<file path="config.mk">
export PLATFORM = sky130hd
export DESIGN_NAME = biquad_iir_filter
export DESIGN_NICKNAME = d
export VERILOG_FILES = /design/src/rtl/core/bqf_pkg.sv /design/src/rtl/core/biquad_iir_filter.sv /design/src/rtl/core/bqf_mac.sv
export SDC_FILE = /design/constraint.sdc
export NUM_CORES = 1
export LEC_CHECK = 0
export BUFFER_PORTS_ARGS = -buffer_cell sky130_fd_sc_hd__buf_2
export CORE_MARGIN = 1.5
export CORE_UTILIZATION = 50
export CTS_BUF_LIST = sky130_fd_sc_hd__clkbuf_8
export CTS_CLUSTER_DIAMETER = 40
export DETAILED_ROUTE_END_ITERATION = 8
export GPL_ROUTABILITY_DRIVEN = 0
export GPL_TIMING_DRIVEN = 0
export PLACE_DENSITY = 0.66
export SETUP_SLACK_MARGIN = 0.15
export SLEW_MARGIN = 0
export SYNTH_ARGS = -nofsm -noshare
export SYNTH_HDL_FRONTEND = slang
export SYNTH_SLANG_ARGS = --single-unit
</file>
<file path="constraint.sdc">
create_clock -name clk -period 16.1 [get_ports clk]
set_input_delay 0.805 -clock clk [delete_from_list [all_inputs] [get_ports clk]]
set_output_delay 0.805 -clock clk [all_outputs]
set_load 0.005 [all_outputs]
</file>
<file path="src/rtl/core/bqf_pkg.sv">
`default_nettype none

package bqf_pkg;

	localparam int SAMPLE_WIDTH  = 24;
	localparam int COEF_WIDTH    = 24;
	localparam int HISTORY_WIDTH = 32;
	localparam int COEF_FRAC     = COEF_WIDTH - 4;
	localparam int NUM_COEFS     = 5;
	localparam int LANES         = 3;
	localparam int IDX_W         = $clog2(NUM_COEFS);
	localparam int CNT_W         = $clog2(COEF_WIDTH);
	// three lanes of sums plus the sign need three guard bits
	localparam int ACC_HI_W      = HISTORY_WIDTH + 3;
	localparam int ACC_W         = ACC_HI_W + COEF_WIDTH;
	localparam int RND_W         = ACC_W - COEF_FRAC;

	localparam logic signed [COEF_WIDTH-1:0] COEF_ONE = COEF_WIDTH'(1) << COEF_FRAC;

	typedef enum logic [IDX_W-1:0] {
		IDX_B0 = IDX_W'(0),
		IDX_B1 = IDX_W'(1),
		IDX_B2 = IDX_W'(2),
		IDX_A1 = IDX_W'(3),
		IDX_A2 = IDX_W'(4)
	} coef_idx_t;

	typedef enum logic [2:0] {
		ST_IDLE,
		ST_FBK,
		ST_WSAT,
		ST_FWD,
		ST_OUT
	} state_t;

	typedef struct packed {
		logic load;
		logic step;
		logic last;
	} mac_ctrl_t;

	// round half up to the sample step
	function automatic logic signed [RND_W-1:0] rnd(input logic signed [ACC_W-1:0] acc);
		logic signed [ACC_W-1:0] t;
		t = acc + (ACC_W'(1) << (COEF_FRAC - 1));
		return RND_W'(t >>> COEF_FRAC);
	endfunction

	function automatic logic signed [HISTORY_WIDTH-1:0] sat_hist(
		input logic signed [RND_W-1:0] r
	);
		logic signed [RND_W-1:0] hi;
		logic signed [RND_W-1:0] lo;
		hi = {{(RND_W-HISTORY_WIDTH+1){1'b0}}, {(HISTORY_WIDTH-1){1'b1}}};
		lo = ~hi;
		if (r > hi)
			return hi[HISTORY_WIDTH-1:0];
		else if (r < lo)
			return lo[HISTORY_WIDTH-1:0];
		else
			return r[HISTORY_WIDTH-1:0];
	endfunction

	function automatic logic signed [SAMPLE_WIDTH-1:0] sat_smp(
		input logic signed [RND_W-1:0] r
	);
		logic signed [RND_W-1:0] hi;
		logic signed [RND_W-1:0] lo;
		hi = {{(RND_W-SAMPLE_WIDTH+1){1'b0}}, {(SAMPLE_WIDTH-1){1'b1}}};
		lo = ~hi;
		if (r > hi)
			return hi[SAMPLE_WIDTH-1:0];
		else if (r < lo)
			return lo[SAMPLE_WIDTH-1:0];
		else
			return r[SAMPLE_WIDTH-1:0];
	endfunction

endpackage

`default_nettype wire

</file>
<file path="src/rtl/core/biquad_iir_filter.sv">
// channel   dir  handshake            payload
// in        in   in_valid/in_ready    sample_in
// out       out  out_valid/out_ready  sample_out
// cfg       in   cfg_we               cfg_index, cfg_data
//
// Each sample is taken by an input transfer in idle, then runs two passes
// through the bit-serial multiply-accumulate, each over the COEF_WIDTH
// coefficient bits and each followed by a state that latches its result. The
// output register is loaded after the second pass. A new sample is taken only in idle.
// The output register frees the input while a result waits; the block stalls
// before updating history if the previous result is still untaken.
// Reset clears history, restores b0 = 1.0 and empties the output.
`default_nettype none

module biquad_iir_filter import bqf_pkg::*; (
	input  wire logic                           clk,
	input  wire logic                           arst_n,
	input  wire logic                           in_valid,
	output logic                                in_ready,
	input  wire logic signed [SAMPLE_WIDTH-1:0] sample_in,
	output logic                                out_valid,
	input  wire logic                           out_ready,
	output logic signed [SAMPLE_WIDTH-1:0]      sample_out,
	input  wire logic                           cfg_we,
	input  wire logic [IDX_W-1:0]               cfg_index,
	input  wire logic [COEF_WIDTH-1:0]          cfg_data
);

	state_t                            state_q, state_d;
	logic [CNT_W-1:0]                  cnt_q;
	logic signed [COEF_WIDTH-1:0]      coef_q [NUM_COEFS];
	logic signed [HISTORY_WIDTH-1:0]   d1_q, d2_q, w_q;
	logic signed [SAMPLE_WIDTH-1:0]    x_q, y_q;
	logic                              out_valid_q;
	logic                              load_out;
	logic                              phase2;
	mac_ctrl_t                         mac_ctrl;
	logic signed [COEF_WIDTH-1:0]      mac_coef [LANES];
	logic signed [HISTORY_WIDTH-1:0]   mac_data [LANES];
	logic [LANES-1:0]                  mac_neg;
	logic signed [ACC_W-1:0]           acc;

	localparam logic [CNT_W-1:0] CNT_LAST = CNT_W'(COEF_WIDTH - 1);

	always_ff @(posedge clk or negedge arst_n) begin
		if (!arst_n)
			state_q <= ST_IDLE;
		else
			state_q <= state_d;
	end

	always_comb begin
		state_d  = state_q;
		mac_ctrl = '0;
		load_out = 1'b0;
		case (state_q)
			ST_IDLE: begin
				if (in_valid) begin
					mac_ctrl.load = 1'b1;
					state_d       = ST_FBK;
				end
			end
			ST_FBK: begin
				mac_ctrl.step = 1'b1;
				mac_ctrl.last = (cnt_q == CNT_LAST);
				if (mac_ctrl.last)
					state_d = ST_WSAT;
			end
			ST_WSAT: begin
				mac_ctrl.load = 1'b1;
				state_d       = ST_FWD;
			end
			ST_FWD: begin
				mac_ctrl.step = 1'b1;
				mac_ctrl.last = (cnt_q == CNT_LAST);
				if (mac_ctrl.last)
					state_d = ST_OUT;
			end
			ST_OUT: begin
				if (!out_valid_q || out_ready) begin
					load_out = 1'b1;
					state_d  = ST_IDLE;
				end
			end
			default: state_d = ST_IDLE;
		endcase
	end

	assign in_ready = (state_q == ST_IDLE);

	always_ff @(posedge clk or negedge arst_n) begin
		if (!arst_n)
			cnt_q <= '0;
		else if (mac_ctrl.step && !mac_ctrl.last)
			cnt_q <= cnt_q + 1'b1;
		else
			cnt_q <= '0;
	end

	always_ff @(posedge clk or negedge arst_n) begin
		if (!arst_n) begin
			coef_q[IDX_B0] <= COEF_ONE;
			coef_q[IDX_B1] <= '0;
			coef_q[IDX_B2] <= '0;
			coef_q[IDX_A1] <= '0;
			coef_q[IDX_A2] <= '0;
		end else if (cfg_we && (cfg_index < IDX_W'(NUM_COEFS))) begin
			coef_q[cfg_index] <= cfg_data;
		end
	end

	// feedback pass: x*1.0 - a1*d1 - a2*d2; feedforward pass: b0*w + b1*d1 + b2*d2
	assign phase2 = (state_q == ST_WSAT) || (state_q == ST_FWD);

	always_comb begin
		if (phase2) begin
			mac_coef[0] = coef_q[IDX_B0];
			mac_coef[1] = coef_q[IDX_B1];
			mac_coef[2] = coef_q[IDX_B2];
			mac_data[0] = w_q;
			mac_neg     = '0;
		end else begin
			mac_coef[0] = COEF_ONE;
			mac_coef[1] = coef_q[IDX_A1];
			mac_coef[2] = coef_q[IDX_A2];
			mac_data[0] = {{(HISTORY_WIDTH-SAMPLE_WIDTH){x_q[SAMPLE_WIDTH-1]}}, x_q};
			mac_neg     = 3'b110;
		end
		mac_data[1] = d1_q;
		mac_data[2] = d2_q;
	end

	bqf_mac u_mac (
		.clk    (clk),
		.arst_n (arst_n),
		.ctrl   (mac_ctrl),
		.coef   (mac_coef),
		.data   (mac_data),
		.neg    (mac_neg),
		.acc    (acc)
	);

	always_ff @(posedge clk) begin
		if (in_valid && in_ready)
			x_q <= sample_in;
		if (state_q == ST_WSAT)
			w_q <= sat_hist(rnd(acc));
		if (load_out)
			y_q <= sat_smp(rnd(acc));
	end

	always_ff @(posedge clk or negedge arst_n) begin
		if (!arst_n) begin
			d1_q <= '0;
			d2_q <= '0;
		end else if (load_out) begin
			d1_q <= w_q;
			d2_q <= d1_q;
		end
	end

	always_ff @(posedge clk or negedge arst_n) begin
		if (!arst_n)
			out_valid_q <= 1'b0;
		else if (load_out)
			out_valid_q <= 1'b1;
		else if (out_ready)
			out_valid_q <= 1'b0;
	end

	assign out_valid  = out_valid_q;
	assign sample_out = y_q;

	a_start: assert property (@(posedge clk) disable iff (!arst_n)
		in_valid && in_ready |=> state_q == ST_FBK && cnt_q == '0)
		else $error("feedback pass did not start after input transfer");

	a_pass_end: assert property (@(posedge clk) disable iff (!arst_n)
		state_q == ST_FWD && cnt_q == CNT_LAST |=> state_q == ST_OUT)
		else $error("feedforward pass did not end after COEF_WIDTH steps");

	a_hist: assert property (@(posedge clk) disable iff (!arst_n)
		!$stable(d1_q) |-> $past(load_out))
		else $error("history moved without a result");

	a_no_overwrite: assert property (@(posedge clk) disable iff (!arst_n)
		load_out |-> !out_valid_q || out_ready)
		else $error("pending result overwritten");

endmodule

`default_nettype wire

</file>
<file path="src/rtl/core/bqf_mac.sv">
`default_nettype none

module bqf_mac import bqf_pkg::*; (
	input  wire logic                            clk,
	input  wire logic                            arst_n,
	input  wire mac_ctrl_t                       ctrl,
	input  wire logic signed [COEF_WIDTH-1:0]    coef [LANES],
	input  wire logic signed [HISTORY_WIDTH-1:0] data [LANES],
	input  wire logic [LANES-1:0]                neg,
	output logic signed [ACC_W-1:0]              acc
);

	logic [COEF_WIDTH-1:0]      coef_sr_q [LANES];
	logic signed [ACC_HI_W-1:0] hi_q;
	logic [COEF_WIDTH-1:0]      lo_q;
	logic signed [ACC_HI_W-1:0] sum;

	// coefficient bits LSB first; the sign bit weighs negative
	always_comb begin
		logic signed [ACC_HI_W-1:0] dx;
		sum = hi_q;
		for (int k = 0; k < LANES; k++) begin
			dx = {{(ACC_HI_W-HISTORY_WIDTH){data[k][HISTORY_WIDTH-1]}}, data[k]};
			if (coef_sr_q[k][0])
				sum = (neg[k] ^ ctrl.last) ? sum - dx : sum + dx;
		end
	end

	always_ff @(posedge clk or negedge arst_n) begin
		if (!arst_n) begin
			hi_q <= '0;
			lo_q <= '0;
		end else if (ctrl.load) begin
			hi_q <= '0;
			lo_q <= '0;
		end else if (ctrl.step) begin
			hi_q <= sum >>> 1;
			lo_q <= {sum[0], lo_q[COEF_WIDTH-1:1]};
		end
	end

	always_ff @(posedge clk) begin
		for (int k = 0; k < LANES; k++) begin
			if (ctrl.load)
				coef_sr_q[k] <= coef[k];
			else if (ctrl.step)
				coef_sr_q[k] <= coef_sr_q[k] >> 1;
		end
	end

	assign acc = {hi_q, lo_q};

endmodule

`default_nettype wire

</file>
# Word-level counts from Yosys, hierarchy flattened
# Memories as Yosys holds them, arrays and structs flattened.
# Index checks and enable logic that the tools add are counted.
# op_classes
n_addsub,8
n_lt_le_gt_ge,7
n_eq_ne,9
muxes,39
bitwise_logic,7
reduce_logical,13
# ops
operator,count
two-way mux 35 bit,8
two-way mux 24 bit,7
bitwise mux 120 bit,1
adder 35 x 32 -> 35 bit,3
subtractor 35 x 32 -> 35 bit,3
demux 24 bit (select 3 bit),1
two-way mux 72 bit,1
two-way mux 32 bit,2
adder 59 x 21 -> 59 bit (second input constant),1
> comparator 39 x 24 -> 1 bit (second input constant),1
> comparator 39 x 32 -> 1 bit (second input constant),1
< comparator 39 x 24 -> 1 bit (second input constant),1
< comparator 39 x 32 -> 1 bit (second input constant),1
two-way mux 3 bit,5
one-hot mux 3 bit (5 select lines),1
two-way mux 1 bit,10
!= test 2 bit (second input constant),4
== test 3 x 2 -> 1 bit (second input constant),2
adder 5 x 1 -> 5 bit (second input constant),1
== test 5 bit (second input constant),1
two-way mux 5 bit,1
greater-or-equal comparator 4 bit (second input constant),1
logical AND 1 bit,4
< comparator 4 x 1 -> 1 bit (second input constant),1
14 further kinds,21
# totals
ff_bits,332
ramBits,72
inputBits,56
output_inout_bits,26
mem_count,1
# memory_table
memory,words,word_bits,read_ports,rd_ports_with_merged_regs,wr,line,text
u_mac.coef_sr_q,3,24,3,0,3,bqf_mac.sv:13,logic [COEF_WIDTH-1:0] coef_sr_q [LANES];

# Depth between registers and ports, before layout
# depth
depth_word,14
depth_mapped,47
depth_no_buf,42

# By module
# From an unflattened synthesis, not the netlist that was laid out.
# hier_totals
hier_cells,2890
hier_area_um2,26315.2
# by_module_without_submodules
module,instances,cells_each,area_each_um2,seq_area_each_um2
bqf_mac,1,1742,14097.3,3603.5
biquad_iir_filter,1,1148,12218.0,7233.2

# Worst setup path after synthesis
# Ideal clock, no wire load.
# synth_path
kind,reg2reg
from,register state_q[2]
to,register u_mac.hi_q[33]
arrival_time_ns,9.720
t_required_ns,15.895
path_slack_ns,6.175
path_stages_with_launch,47
path_cell_list,dfrtp_1 -> nand2b_1 -> clkbuf_1 -> clkbuf_1 -> clkbuf_1 -> clkbuf_1 -> buf_1 -> mux2i_1 -> ha_1 -> nand4_1 -> nor4b_1 -> o211a_1 -> a21oi_1 -> xor2_1 -> ha_1 -> buf_2 -> a21oi_1 -> o21ai_0 -> [... 11 more ...] -> a211o_1 -> a21oi_1 -> xnor2_1 -> nand2_1 -> xnor2_1 -> ha_1 -> a21oi_1 -> nor2_1 -> a211o_1 -> a21o_1 -> a31o_2 -> a211o_1 -> a21oi_1 -> xor2_1 -> nor2_1 -> xor3_1 -> nand3_1 -> o221ai_1
# synth_between
elab_chain_cells,14
elab_cells_between_ends,28
classes_between,add/sub (6); eq/ne (3); mux (12); bitwise (3); reduce/logical (4)
# synth_lines
element,line,text
"start, declared",biquad_iir_filter.sv:29,"state_t state_q, state_d;"
"start signal, assigned",biquad_iir_filter.sv:49,state_q <= state_d;
== test 3 x 2 -> 1 bit / == test 3 x 1 -> 1 bit (equally long branches),"biquad_iir_filter.sv:56, biquad_iir_filter.sv:113",
logical OR 1 bit / OR reduction 2 bit (equally long branches),-,
two-way mux 32 bit / two-way mux 2 bit (equally long branches),-,
adder 35 x 32 -> 35 bit (tied with other cells),bqf_mac.sv:25,sum = (neg[k] ^ ctrl.last) ? sum - dx : sum + dx;
two-way mux 35 bit,bqf_mac.sv:25,
two-way mux 35 bit,bqf_mac.sv:24,if (coef_sr_q[k][0])
adder 35 x 32 -> 35 bit / subtractor 35 x 32 -> 35 bit (equally long branches),bqf_mac.sv:25,
two-way mux 35 bit,bqf_mac.sv:25,
two-way mux 35 bit,bqf_mac.sv:24,
adder 35 x 32 -> 35 bit / subtractor 35 x 32 -> 35 bit (equally long branches),bqf_mac.sv:25,
two-way mux 35 bit,bqf_mac.sv:25,
two-way mux 35 bit,bqf_mac.sv:24,
two-way mux 35 bit,bqf_mac.sv:36,end else if (ctrl.step) begin
two-way mux 35 bit,bqf_mac.sv:33,end else if (ctrl.load) begin
"end signal, assigned",bqf_mac.sv:37,hi_q <= sum >>> 1;
"end, declared",bqf_mac.sv:14,logic signed [ACC_HI_W-1:0] hi_q;
# Several ways; a longest one is shown, not always the timed one. The select of a mux whose other input is x is not followed.
# A chain may end at the register's enable or synchronous reset.

# Worst setup path after layout
# Ends and elaborated chain as after synthesis.

==> results summary <==
The floorplan row count came out at 81. The endpoint required time on the critical path is 16.65 ns. The first-pass GRT wire length came out at 112000 microns.

The initial antenna violation count came out at 1. The share of post-route cells with drive strength above 1 is 0.134. When the netlist entered floorplanning its net count stood at 2748. The max capacitance violation total came out at 0. The number of port buffers is 80. The transition time at the pin with the least slew margin is 1.22 ns. The synthesized netlist occupies a cell area of 24600 sq um.

The headroom to the max-slew limit is 0.188. The mean routed wirelength per cell is 21.0 microns. For the final routed database, the setup TNS stands at 0 ns. STA classifies the critical path endpoint as a register. The clock period could shrink to 12.98 ns. Once layout is complete, the utilization of the core stands at 0.562. Buffers inserted during clock tree synthesis total 71. The number of violations reported at the end of detailed-routing iteration 0 came out at 1574. The most frequent cell on the critical path is sky130_fd_sc_hd__a21oi_1. The largest net degree at the start of global routing is 105. Dividing the synthesized area by the synthesized cell count gives 9.53 sq um.

The worst setup path is launched from a register. The count of endpoints failing setup in the final report is 0. The worst hold path terminates at x_q[19]. The die covers 50600 sq um.

From synthesis to final layout, the design area changed by 11.2%. The highest fanout seen on the critical path came out at 10. The clock skew came out at 0.0386 ns.

For this run, the number of Yosys warnings is 0. In the synthesized netlist the dominant register cell turns out to be sky130_fd_sc_hd__dfrtp_1. The number of pins exceeding their max-slew limit in the final report is 0. The count of different cell masters after synthesis came out at 89.

The peak clock frequency supported by timing is 77.0 MHz. The number of gates resized after cts came out at 0. The number of diodes added for antenna fixing came out at 0. The worst min-delay path startpoint is sample_in[19]. After clock tree synthesis, the clock-pin slew on the worst setup and hold paths is 0.06 ns. The number of inserted filler cells in the final layout came out at 4400.

The CTS tree is built. The number of iterations in the first detailed-routing pass is 6. The layout net count is 2906. The delay of the slowest cell on the worst path came out at 0.84 ns. The cell at the slowest stage of the critical path is sky130_fd_sc_hd__nor4b_1. The number of hold-slack violations in the final timing report is 0.

The endpoint identified for the worst register-to-register timing path is u_mac.hi_q[33]. Tracing the worst setup path back leads to its startpoint at state_q[2]. The critical path is of the register to register type. Counting along the longest clock path gives a buffer depth of 3.

The worst setup slack for register-to-register paths came out at 3.12 ns. The tightest min-delay check is of the input port to register type. The worst endpoint data arrival time came out at 13.53 ns. The post-synthesis sequential element count is 384. The combined global-route utilization of all metal layers is 0.289. The core outline area is 48700 sq um. Of all flip-flops after synthesis, the portion carrying an async set or reset was 0.604. Clock tree synthesis selected as its root buffer the cell sky130_fd_sc_hd__clkbuf_8. The flow ran to the end, and the final reports show no timing, DRC or antenna violations. The worst register-to-register path has a depth of 46. The routed layout has 20900 vias. The gate count after technology mapping came out at 2583. CTS built an H-tree with a depth of 3. The total clock sinks came out at 384. The via count of the first global-routing pass was 20600.

The wire length after detailed routing is 72700 microns. The total congestion overflow came out at 0. After legalization and detailed placement, the total HPWL measured 56500 microns.

The number of stages on the worst hold path is 1. In this run the critical register-to-register path is launched from state_q[2]. The share of the Yosys chip area taken by registers is 0.421. The final hold slack is 0.309 ns.

The number of primary I/O pins is 82. The detailed-route DRC error count is 0. The initial utilization of the core area, before any placement, comes to 0.505.

The horizontal die dimension is 225 microns. The worst-skew pair later-pin latency is 0.68 ns. The post-detailed-route count of antenna-violating nets came out at 0. The height of the die is 225 microns. The post-CTS setup-driven buffer insertion count is 0. The number of flops mapped to enable cells by yosys is 151.

Setup repair after global routing left no endpoint under its margin. The vias per cell came out at 6.04. The fraction of the cycle the final worst path needs came out at 0.806.
cell usage after synthesis (51+ instances only):
| cell | number | share of area |
|---|---|---|
| sky130_fd_sc_hd__nor2_1 | 141 | 0.021 |
| sky130_fd_sc_hd__a21oi_1 | 171 | 0.035 |
| sky130_fd_sc_hd__a21o_1 | 51 | 0.016 |
| sky130_fd_sc_hd__mux2i_1 | 61 | 0.025 |
| sky130_fd_sc_hd__nand3_1 | 61 | 0.012 |
| sky130_fd_sc_hd__dfrtp_1 | 231 | 0.23 |
| sky130_fd_sc_hd__mux2_2 | 149 | 0.068 |
| sky130_fd_sc_hd__xnor2_1 | 118 | 0.042 |
| sky130_fd_sc_hd__edfxtp_1 | 151 | 0.18 |
| sky130_fd_sc_hd__o21ai_0 | 215 | 0.044 |
| sky130_fd_sc_hd__clkbuf_1 | 118 | 0.018 |
| sky130_fd_sc_hd__nand2_1 | 361 | 0.055 |
| sky130_fd_sc_hd__nor3_1 | 62 | 0.013 |
| sky130_fd_sc_hd__ha_1 | 106 | 0.054 |
| sky130_fd_sc_hd__xor2_1 | 99 | 0.035 |
cell type report:
type                    count  area [sq um]  area share
repair buffers             85           523      0.0191
plain buffers             133           508      0.0185
inverters                  51           194     0.00708
clock buffers              79          1090      0.0397
multi-input cells        2015         13600       0.495
flip-flops and latches    384         10400       0.378
well taps                 664           831      0.0303
clock inverters            50           323      0.0118
logic make-up after synthesis:
kind of cell | after synthesis | synth area share
AND/OR/NAND/NOR | 820 | 0.155
AO/OA/AOI/OAI | 657 | 0.168
flip-flops | 384 | 0.421
XOR/XNOR | 218 | 0.0782
multiplexers | 210 | 0.0929
buffers and inverters | 184 | 0.0283
adder cells (fa/ha/maj) | 110 | 0.0567
what timing repair did:
item / in CTS / in global routing
hold endpoints to repair: 9 / 0
hold buffers: 1 / 0
setup endpoints to repair: 0 / 0
layer usage:
layer	GRT usage	routed length (microns)	vias up
met5	0	13	-
met4	0.180	4720	2
met3	0.0515	4630	263
met2	0.485	34900	846
met1	0.346	28400	10100
li1	-	-	9682
cell usage in the layout, fill, tap and decap left out, drive strengths merged, types with 51 or more instances in the layout:
| cell type | n |
|---|---|
| a21o | 51 |
| a21oi | 171 |
| buf | 99 |
| clkbuf | 197 |
| dfrtp | 231 |
| edfxtp | 151 |
| ha | 106 |
| inv | 86 |
| mux2 | 149 |
| mux2i | 61 |
| nand2 | 361 |
| nand3 | 62 |
| nor2 | 142 |
| nor3 | 62 |
| o21ai | 220 |
| xnor2 | 118 |
| xor2 | 99 |
how the worst max path moves through the flow:
stage | endpoint | slack, ns | cells past startpoint
after floorplan | u_mac.hi_q[33] | 6.17 | 46
after global placement | u_mac.hi_q[33] | 3.58 | 42
after detailed placement | u_mac.hi_q[33] | 3.48 | 42
after CTS | u_mac.hi_q[33] | 3.43 | 42
after global routing | u_mac.hi_q[33] | 2.48 | 46
final | u_mac.hi_q[33] | 3.12 | 46
sequential cells by signal, indices dropped and copies added (netlist names), 5 cells and up:
register         flops
sample_out          24
d2_q                32
u_mac.coef_sr_q     72
coef_q             120
x_q                 24
w_q                 32
u_mac.lo_q           5
cnt_q                5
d1_q                32
u_mac.hi_q          34
per-stage QoR:
step                      cells  instance area (sq um)  setup slack (ns)
after floorplan            2583                  24600              6.17
after global placement     3327                  25900              3.58
after detailed placement   3331                  26000              3.48
after CTS                  3461                  27400              3.43
after global routing       3461                  27400              2.48
final                      3461                  27400              3.12
worst max-delay path: cells and delay by family (launching register included):
family	cells	cell delay, ns
AOI/OAI and AO/OA	18	4.02
xor gates and xnor gates	6	1.20
adders and majority gates	4	1.29
buffers and inverters	6	3.07
DFF	1	0.45
muxes	2	0.65
and+or+nand+nor	10	2.14
Power is left out: the tool's default activity adds up to more than one toggle a clock period on the data nets, which glitch-free logic cannot reach.
